### src/design/pdc_pkg.sv
package pdc_pkg;

    localparam int ADDR_W = 5;
    localparam int ACC_W  = 58;
    localparam int PROD_W = 38;
    localparam int INT_W  = 40;
    localparam int ERR_W  = 17;
    localparam int OUT_W  = 24;
    localparam int PC_W   = 3;

    typedef enum logic [2:0] {
        REG_ENABLE  = 3'd0,
        REG_KP      = 3'd1,
        REG_KI      = 3'd2,
        REG_KD      = 3'd3,
        REG_DT      = 3'd4,
        REG_EPSILON = 3'd5,
        REG_OUT_MAX = 3'd6,
        REG_OUT_MIN = 3'd7
    } reg_idx_t;

    typedef enum logic [2:0] {
        MUL_DT_ERR,
        MUL_KP_ERR,
        MUL_KD_DE,
        MUL_KI_LO,
        MUL_KI_HI
    } mul_sel_t;

    typedef enum logic [2:0] {
        ACC_HOLD,
        ACC_CLR,
        ACC_ADD0,
        ACC_ADD16,
        ACC_ADD20
    } acc_op_t;

    typedef enum logic [1:0] {
        ACT_NONE,
        ACT_INTEG,
        ACT_OUT,
        ACT_ZERO
    } act_t;

    typedef enum logic {
        JMP_NONE,
        JMP_DIS
    } jmp_t;

    typedef struct packed {
        mul_sel_t         mul;
        acc_op_t          acc;
        act_t             act;
        jmp_t             jmp;
        logic [PC_W-1:0]  target;
    } ctrl_t;

    localparam logic [PC_W-1:0] STEP_ZERO = 3'd7;

    function automatic ctrl_t rom(input logic [PC_W-1:0] pc);
        ctrl_t c;
        c = '{MUL_DT_ERR, ACC_HOLD, ACT_NONE, JMP_NONE, '0};
        unique case (pc)
            3'd0: c = '{MUL_DT_ERR, ACC_HOLD,  ACT_NONE,  JMP_DIS,  STEP_ZERO};
            3'd1: c = '{MUL_KP_ERR, ACC_CLR,   ACT_INTEG, JMP_NONE, '0};
            3'd2: c = '{MUL_KD_DE,  ACC_ADD16, ACT_NONE,  JMP_NONE, '0};
            3'd3: c = '{MUL_KI_LO,  ACC_ADD16, ACT_NONE,  JMP_NONE, '0};
            3'd4: c = '{MUL_KI_HI,  ACC_ADD0,  ACT_NONE,  JMP_NONE, '0};
            3'd5: c = '{MUL_DT_ERR, ACC_ADD20, ACT_NONE,  JMP_NONE, '0};
            3'd6: c = '{MUL_DT_ERR, ACC_HOLD,  ACT_OUT,   JMP_NONE, '0};
            3'd7: c = '{MUL_DT_ERR, ACC_HOLD,  ACT_ZERO,  JMP_NONE, '0};
            default: c = '{MUL_DT_ERR, ACC_HOLD, ACT_NONE, JMP_NONE, '0};
        endcase
        return c;
    endfunction

endpackage

### src/design/pid_controller_deadband_clamp.sv
// channel   | direction | tdata                                | tuser
// s_axis    | request   | [15:0] target, [31:16] measured      | [0] clear_history
// m_axis    | result    | [23:0] drive                         | [0] clamped
// apb       | config    | 8 registers at byte address 4*i      | -
//
// a request runs 7 program steps if enabled, only step 0 and the zero step if disabled;
// the steps are set by the single shared 17x21 multiplier the program walks through
// reset clears registers to their defaults and zeroes integral and last error
// a new request is taken as soon as the program ends, even while a result waits
// the final step stalls only if the previous result has not yet been taken
module pid_controller_deadband_clamp (
    input  logic                          clk,
    input  logic                          rst_n,
    input  logic                          s_axis_tvalid,
    output logic                          s_axis_tready,
    input  logic [31:0]                   s_axis_tdata,  // target, measured
    input  logic [0:0]                    s_axis_tuser,  // clear_history
    output logic                          m_axis_tvalid,
    input  logic                          m_axis_tready,
    output logic [23:0]                   m_axis_tdata,  // drive
    output logic [0:0]                    m_axis_tuser,  // clamped
    input  logic                          psel,
    input  logic                          penable,
    input  logic                          pwrite,
    input  logic [pdc_pkg::ADDR_W-1:0]    paddr,
    input  logic [31:0]                   pwdata,
    output logic [31:0]                   prdata,
    output logic                          pready
);

    logic                                enable_reg;
    logic [15:0]                         kp_reg;
    logic [15:0]                         ki_reg;
    logic [15:0]                         kd_reg;
    logic [15:0]                         dt_reg;
    logic [15:0]                         eps_reg;
    logic signed [pdc_pkg::OUT_W-1:0]    out_max_reg;
    logic signed [pdc_pkg::OUT_W-1:0]    out_min_reg;

    logic                                busy_reg;
    logic [pdc_pkg::PC_W-1:0]            pc_reg;
    logic [pdc_pkg::PC_W-1:0]            pc_next;
    logic signed [pdc_pkg::ERR_W-1:0]    err_reg;
    logic signed [pdc_pkg::ERR_W-1:0]    err_next;
    logic signed [pdc_pkg::ERR_W-1:0]    last_err_reg;
    logic signed [pdc_pkg::ERR_W-1:0]    last_err_next;
    logic signed [pdc_pkg::INT_W-1:0]    integ_reg;
    logic signed [pdc_pkg::INT_W-1:0]    integ_next;
    logic signed [pdc_pkg::PROD_W-1:0]   prod_reg;
    logic signed [pdc_pkg::PROD_W-1:0]   prod_next;
    logic signed [pdc_pkg::ACC_W-1:0]    acc_reg;
    logic signed [pdc_pkg::ACC_W-1:0]    acc_next;
    logic                                out_valid_reg;
    logic signed [pdc_pkg::OUT_W-1:0]    drive_reg;
    logic signed [pdc_pkg::OUT_W-1:0]    drive_next;
    logic                                clamped_reg;
    logic                                clamped_next;

    pdc_pkg::ctrl_t                      ctrl;
    logic                                in_fire;
    logic                                step_go;
    logic                                step_last;
    logic                                cfg_wr;
    logic signed [16:0]                  mul_a;
    logic signed [20:0]                  mul_b;
    logic signed [17:0]                  de_w;
    logic signed [17:0]                  err_ext;
    logic [17:0]                         mag_w;
    logic                                exceed_w;
    logic signed [pdc_pkg::INT_W:0]      isum_w;
    logic signed [pdc_pkg::ACC_W-1:0]    prod_ext;
    logic signed [pdc_pkg::PROD_W-1:0]   dr_w;
    logic signed [pdc_pkg::PROD_W-1:0]   max_ext;
    logic signed [pdc_pkg::PROD_W-1:0]   min_ext;

    assign pready        = 1'b1;
    assign cfg_wr        = psel && penable && pwrite && pready;
    assign s_axis_tready = !busy_reg;
    assign in_fire       = s_axis_tvalid && s_axis_tready;
    assign m_axis_tvalid = out_valid_reg;
    assign m_axis_tdata  = drive_reg;
    assign m_axis_tuser  = clamped_reg;

    assign ctrl      = pdc_pkg::rom(pc_reg);
    assign step_last = (ctrl.act == pdc_pkg::ACT_OUT) || (ctrl.act == pdc_pkg::ACT_ZERO);
    assign step_go   = busy_reg && !(step_last && out_valid_reg && !m_axis_tready);

    // register read
    always_comb
    begin
        prdata = '0;
        unique case (pdc_pkg::reg_idx_t'(paddr[4:2]))
            pdc_pkg::REG_ENABLE:  prdata = {31'd0, enable_reg};
            pdc_pkg::REG_KP:      prdata = {16'd0, kp_reg};
            pdc_pkg::REG_KI:      prdata = {16'd0, ki_reg};
            pdc_pkg::REG_KD:      prdata = {16'd0, kd_reg};
            pdc_pkg::REG_DT:      prdata = {16'd0, dt_reg};
            pdc_pkg::REG_EPSILON: prdata = {16'd0, eps_reg};
            pdc_pkg::REG_OUT_MAX: prdata = 32'(out_max_reg);
            pdc_pkg::REG_OUT_MIN: prdata = 32'(out_min_reg);
            default:              prdata = '0;
        endcase
    end

    always_ff @(posedge clk or negedge rst_n)
    begin
        if (!rst_n)
        begin
            enable_reg  <= 1'b1;
            kp_reg      <= '0;
            ki_reg      <= '0;
            kd_reg      <= '0;
            dt_reg      <= 16'd6554;
            eps_reg     <= '0;
            out_max_reg <= 24'sd25600;
            out_min_reg <= '0;
        end
        else if (cfg_wr)
        begin
            unique case (pdc_pkg::reg_idx_t'(paddr[4:2]))
                pdc_pkg::REG_ENABLE:  enable_reg  <= pwdata[0];
                pdc_pkg::REG_KP:      kp_reg      <= pwdata[15:0];
                pdc_pkg::REG_KI:      ki_reg      <= pwdata[15:0];
                pdc_pkg::REG_KD:      kd_reg      <= pwdata[15:0];
                pdc_pkg::REG_DT:      dt_reg      <= pwdata[15:0];
                pdc_pkg::REG_EPSILON: eps_reg     <= pwdata[15:0];
                pdc_pkg::REG_OUT_MAX: out_max_reg <= $signed(pwdata[23:0]);
                pdc_pkg::REG_OUT_MIN: out_min_reg <= $signed(pwdata[23:0]);
                default:              enable_reg  <= enable_reg;
            endcase
        end
    end

    // shared datapath
    always_comb
    begin
        err_ext  = 18'(err_reg);
        de_w     = err_ext - 18'(last_err_reg);
        mag_w    = err_reg[pdc_pkg::ERR_W-1] ? 18'(-err_ext) : 18'(err_ext);
        exceed_w = mag_w > {2'b00, eps_reg};

        mul_a = $signed({1'b0, dt_reg});
        mul_b = 21'(err_reg);
        case (ctrl.mul)
            pdc_pkg::MUL_DT_ERR:
            begin
                mul_a = $signed({1'b0, dt_reg});
                mul_b = 21'(err_reg);
            end
            pdc_pkg::MUL_KP_ERR:
            begin
                mul_a = $signed({1'b0, kp_reg});
                mul_b = 21'(err_reg);
            end
            pdc_pkg::MUL_KD_DE:
            begin
                mul_a = $signed({1'b0, kd_reg});
                mul_b = 21'(de_w);
            end
            pdc_pkg::MUL_KI_LO:
            begin
                mul_a = $signed({1'b0, ki_reg});
                mul_b = $signed({1'b0, integ_reg[19:0]});
            end
            pdc_pkg::MUL_KI_HI:
            begin
                mul_a = $signed({1'b0, ki_reg});
                mul_b = $signed({integ_reg[39], integ_reg[39:20]});
            end
            default:
            begin
                mul_a = $signed({1'b0, dt_reg});
                mul_b = 21'(err_reg);
            end
        endcase
        prod_next = mul_a * mul_b;

        prod_ext = pdc_pkg::ACC_W'(prod_reg);
        case (ctrl.acc)
            pdc_pkg::ACC_CLR:   acc_next = '0;
            pdc_pkg::ACC_ADD0:  acc_next = acc_reg + prod_ext;
            pdc_pkg::ACC_ADD16: acc_next = acc_reg + (prod_ext <<< 16);
            pdc_pkg::ACC_ADD20: acc_next = acc_reg + (prod_ext <<< 20);
            default:            acc_next = acc_reg;
        endcase

        // saturating integral update
        isum_w = 41'(integ_reg) + 41'($signed(prod_reg[32:0]));
        if (isum_w[40] != isum_w[39])
            integ_next = isum_w[40] ? {1'b1, {(pdc_pkg::INT_W-1){1'b0}}}
                                    : {1'b0, {(pdc_pkg::INT_W-1){1'b1}}};
        else
            integ_next = isum_w[39:0];

        // floor shift to Q.8 and clamp, upper limit first
        dr_w    = $signed(acc_reg[pdc_pkg::ACC_W-1:20]);
        max_ext = pdc_pkg::PROD_W'(out_max_reg);
        min_ext = pdc_pkg::PROD_W'(out_min_reg);
        if (dr_w > max_ext)
        begin
            drive_next   = out_max_reg;
            clamped_next = 1'b1;
        end
        else if (dr_w < min_ext)
        begin
            drive_next   = out_min_reg;
            clamped_next = 1'b1;
        end
        else
        begin
            drive_next   = dr_w[pdc_pkg::OUT_W-1:0];
            clamped_next = 1'b0;
        end

        err_next      = 17'($signed(s_axis_tdata[15:0])) - 17'($signed(s_axis_tdata[31:16]));
        last_err_next = err_reg;

        if (ctrl.jmp == pdc_pkg::JMP_DIS && !enable_reg)
            pc_next = ctrl.target;
        else
            pc_next = pc_reg + 1'b1;
    end

    // sequencer and state
    always_ff @(posedge clk or negedge rst_n)
    begin
        if (!rst_n)
        begin
            busy_reg      <= 1'b0;
            pc_reg        <= '0;
            out_valid_reg <= 1'b0;
            integ_reg     <= '0;
            last_err_reg  <= '0;
        end
        else
        begin
            if (step_go && step_last)
                out_valid_reg <= 1'b1;
            else if (out_valid_reg && m_axis_tready)
                out_valid_reg <= 1'b0;
            if (in_fire)
            begin
                busy_reg <= 1'b1;
                pc_reg   <= '0;
                if (enable_reg && s_axis_tuser[0])
                begin
                    integ_reg    <= '0;
                    last_err_reg <= '0;
                end
            end
            else if (step_go)
            begin
                pc_reg <= pc_next;
                if (ctrl.act == pdc_pkg::ACT_INTEG && exceed_w)
                    integ_reg <= integ_next;
                if (ctrl.act == pdc_pkg::ACT_OUT)
                    last_err_reg <= last_err_next;
                if (step_last)
                    busy_reg <= 1'b0;
            end
        end
    end

    always_ff @(posedge clk)
    begin
        if (in_fire)
            err_reg <= err_next;
        if (step_go)
        begin
            prod_reg <= prod_next;
            acc_reg  <= acc_next;
            if (ctrl.act == pdc_pkg::ACT_OUT)
            begin
                drive_reg   <= drive_next;
                clamped_reg <= clamped_next;
            end
            else if (ctrl.act == pdc_pkg::ACT_ZERO)
            begin
                drive_reg   <= '0;
                clamped_reg <= 1'b0;
            end
        end
    end

    a_accept_starts: assert property (@(posedge clk) disable iff (!rst_n)
        in_fire |=> busy_reg && pc_reg == '0)
        else $error("request accepted but program not started");

    a_last_step_delivers: assert property (@(posedge clk) disable iff (!rst_n)
        step_go && step_last |=> out_valid_reg && !busy_reg)
        else $error("final step did not present a result");

    a_disabled_zero: assert property (@(posedge clk) disable iff (!rst_n)
        step_go && ctrl.act == pdc_pkg::ACT_ZERO |=> drive_reg == '0 && !clamped_reg)
        else $error("disabled result not zero");

    a_clamp_at_limit: assert property (@(posedge clk) disable iff (!rst_n)
        out_valid_reg && clamped_reg && !busy_reg |->
            drive_reg == out_max_reg || drive_reg == out_min_reg)
        else $error("clamp flag without a limit value");

    a_disabled_skips: assert property (@(posedge clk) disable iff (!rst_n)
        busy_reg && pc_reg == '0 && !enable_reg && !in_fire |=> pc_reg == pdc_pkg::STEP_ZERO)
        else $error("disabled request ran the control program");

endmodule

### config.mk
export PLATFORM = sky130hd
export DESIGN_NAME = pid_controller_deadband_clamp
export DESIGN_NICKNAME = d
export VERILOG_FILES = /design/src/design/pdc_pkg.sv /design/src/design/pid_controller_deadband_clamp.sv
export SDC_FILE = /design/constraint.sdc
export NUM_CORES = 2
export LEC_CHECK = 0
export BUFFER_PORTS_ARGS = -buffer_cell sky130_fd_sc_hd__buf_2
export CAP_MARGIN = 5
export CORE_UTILIZATION = 59
export DETAILED_ROUTE_END_ITERATION = 8
export PLACE_DENSITY = 0.79
export SYNTH_ARGS = -nofsm -noshare
export SYNTH_HDL_FRONTEND = slang
export SYNTH_SLANG_ARGS = --single-unit
### constraint.sdc
create_clock -name clk -period 9.2 [get_ports clk]
set_clock_uncertainty 0.1 [all_clocks]
set_input_delay 0.92 -clock clk [delete_from_list [all_inputs] [get_ports clk]]
set_output_delay 0.92 -clock clk [all_outputs]
set_load 0.05 [all_outputs]
==> metrics <==
1st-pass router iterations=7; CP Buf/Inv Count=7; DPL Wire Length=101,100 um; largest net degree at the start of global routing=121; CTS root buf=clkbuf_16; final slew viol count=0; fill count=5,547; Worst Tran Pin Value=1.226 ns; Avg Inst Size Synth=8.832 um2; Total Wirelength=129,400 um; Die Wd=264.1 um; H-tree levels=2; Max Freq=0.1122 GHz; RSZ-0062 raised after global routing=true; core outline area=67,510 um2; DR WL met2=58,170 um; die height=264.1 um; Worst setup EP type=flop; CTS tree=yes; storage element area=8937 um2; total number of vias=36,410; remaining global-route overflow=0; Top delay family on crit path=adder cells; Initial Utilization=0.6002; Setup-failing EPs final=0; drt drc=0; Startpoint Class=flop; Die ar.=69,730 um2; Seq/Total Area, Yosys=0.2206; ANT nets after route=0; Slew headroom=0.1825; final hold vios=0; critical-path maximum fanout=11; Top Ports=137; global placer's final weighted congestion=1.014; Top FF cell, synth=dfrtp_1; number of vias per cell=6.427; Clock Pin Slew Worst Setup and Hold Paths=0.06 ns; number of synthesized flops with an enable pin=138; Avg WL per Cell=22.84 um; CP peak stage delay=0.59 ns; final instance area=44,550 um2; Skew-Pair Late Insertion Delay=0.59 ns; first-pass GRT wire length=200,500 um; Post-DP Area=42,970 um2; syn_nets=5,394; Seq cells post-synth=329; Hold Path Class=input port to asynchronous set/reset pin; CTS Buffer Depth=3; Met3 Wirelength=13,210 um; CTS Buf Count=38; met1 WL=49,790 um; most frequent CP cell=fa_1; footprint of the multi-input gates=28,870 um2; FP Rows=95; Yosys warning count=0; layout cells sized above 1=0.1173; synthesized area=40,520 um2; crit share post-route=0.9684; minimum clock period=8.909 ns; Final Net Count=5,567; top sig layer=met5; vias in the first global route=35,930; Data arrival, critical path=9.12 ns; Syn-to-layout area delta=9.952%; CTS Hold Bufs=0; critical path data required time=9.41 ns; CTS sink cnt=329; max_cap viols=0; initial antenna violation count=1; Tot GR Track Use=0.3714; synth unique cells=95; max reg flops=58; status=complete, no violations; CP max-delay cell=fa_1; Post-Syn Instances=4,588; Setup CP Type=flop to flop; Post-synth ARST share=0.5805; # port buffers=125; 1st-iter DRT viols=3,865
## cells by family after synthesis
logic type	Yosys count	synth area share
other	1	0.00009255
flip-flops	329	0.2206
AND/OR/NAND/NOR	1198	0.1370
adder cells (fa/ha/maj)	734	0.2884
XOR/XNOR	221	0.04777
multiplexers	141	0.04036
AO/OA/AOI/OAI	1188	0.1921
buffers and inverters	776	0.07371
## worst paths after layout
check | cells past startpoint | endpoint | slack [ns] | start
max in group asynchronous | 2 | integ_reg[17]$_DFFE_PN0P_ | 6.97 | rst_n
max | 35 | prod_reg[37]$_DFFE_PP_ | 0.29 | err_reg[2]$_DFFE_PP_
min | 1 | out_min_reg[13]$_DFFE_PN0P_ | 0.39 | rst_n
min in group clk | 1 | kp_reg[0]$_DFFE_PN0P_ | 0.43 | kp_reg[0]$_DFFE_PN0P_
max reg2reg | 35 | prod_reg[37]$_DFFE_PP_ | 0.29 | err_reg[2]$_DFFE_PP_
min reg2reg | 1 | kp_reg[0]$_DFFE_PN0P_ | 0.43 | kp_reg[0]$_DFFE_PN0P_
## what timing repair did
item / in CTS / in global routing
pin swaps: 7 / 22
setup endpoints to repair: 5 / 8
setup buffers: 1 / 12
gates cloned: 0 / 1
resized for setup: 7 / 34
## per-stage QoR
step / TNS, ns / util / setup slack [ns] / hold WS, ns / cells
after floorplan: 0 / - / 0.2290 / 0.3929 / 4588
after global placement: 0 / 0.6364 / 0.008552 / 0.4106 / 5580
after detailed placement: -0.1608 / 0.6364 / -0.07688 / 0.4159 / 5580
after CTS: 0 / 0.6562 / 0.003537 / 0.4304 / 5651
after global routing: -0.04528 / 0.6599 / -0.02507 / 0.4499 / 5664
final: 0 / 0.6599 / 0.2911 / 0.3874 / 5665
## cells in the mapped netlist, types with 54 or more instances
cell / n / area [um2]
inv_1: 593 / 2226
nand2_1: 433 / 1625
ha_1: 394 / 4930
fa_1: 335 / 6706
a21oi_1: 289 / 1446
nor2_1: 284 / 1066
o21ai_0: 284 / 1421
dfrtp_1: 180 / 4504
xnor2_1: 150 / 1314
clkbuf_1: 145 / 544.3
edfxtp_1: 138 / 4144
a21o_1: 123 / 923.4
nor3_1: 94 / 470.5
nand3_1: 93 / 465.5
mux2_2: 79 / 889.6
xor2_1: 71 / 621.9
nor2b_1: 54 / 337.8
## area by class of cell
type | count | area share
clock inverters | 17 | 0.004802
inverters | 594 | 0.05005
flip-flops and latches | 329 | 0.2006
diodes | 1 | 0.00005617
well taps | 873 | 0.02452
multi-input cells | 3483 | 0.6479
repair buffers | 315 | 0.04757
clock buffers | 53 | 0.02446
## per-layer routing
metal / global-route usage / vias up
met5: 0 / -
met2: 0.5924 / 1918
met3: 0.06982 / 469
met4: 0.2036 / 2
li1: - / 16350
met1: 0.4776 / 17670
## cell usage in the layout, fill, tap and decap left out, drive strengths merged, types with 15 or more instances in the layout
cell,count
a211oi,31
a21o,123
a21oi,289
a221o,51
a221oi,24
a22oi,48
a31oi,36
and2,36
and3,45
buf,313
clkbuf,55
dfrtp,180
edfxtp,138
fa,335
ha,394
inv,598
mux2,79
mux2i,52
nand2,433
nand2b,30
nand3,93
nand4,48
nor2,285
nor2b,54
nor3,94
o211ai,23
o21a,47
o21ai,316
o21bai,33
o221ai,15
o31ai,21
or2,23
or3,22
xnor2,150
xor2,71
Power is not shown: default switching activity piles up to over one toggle a cycle in this logic, so the estimate is an artifact.
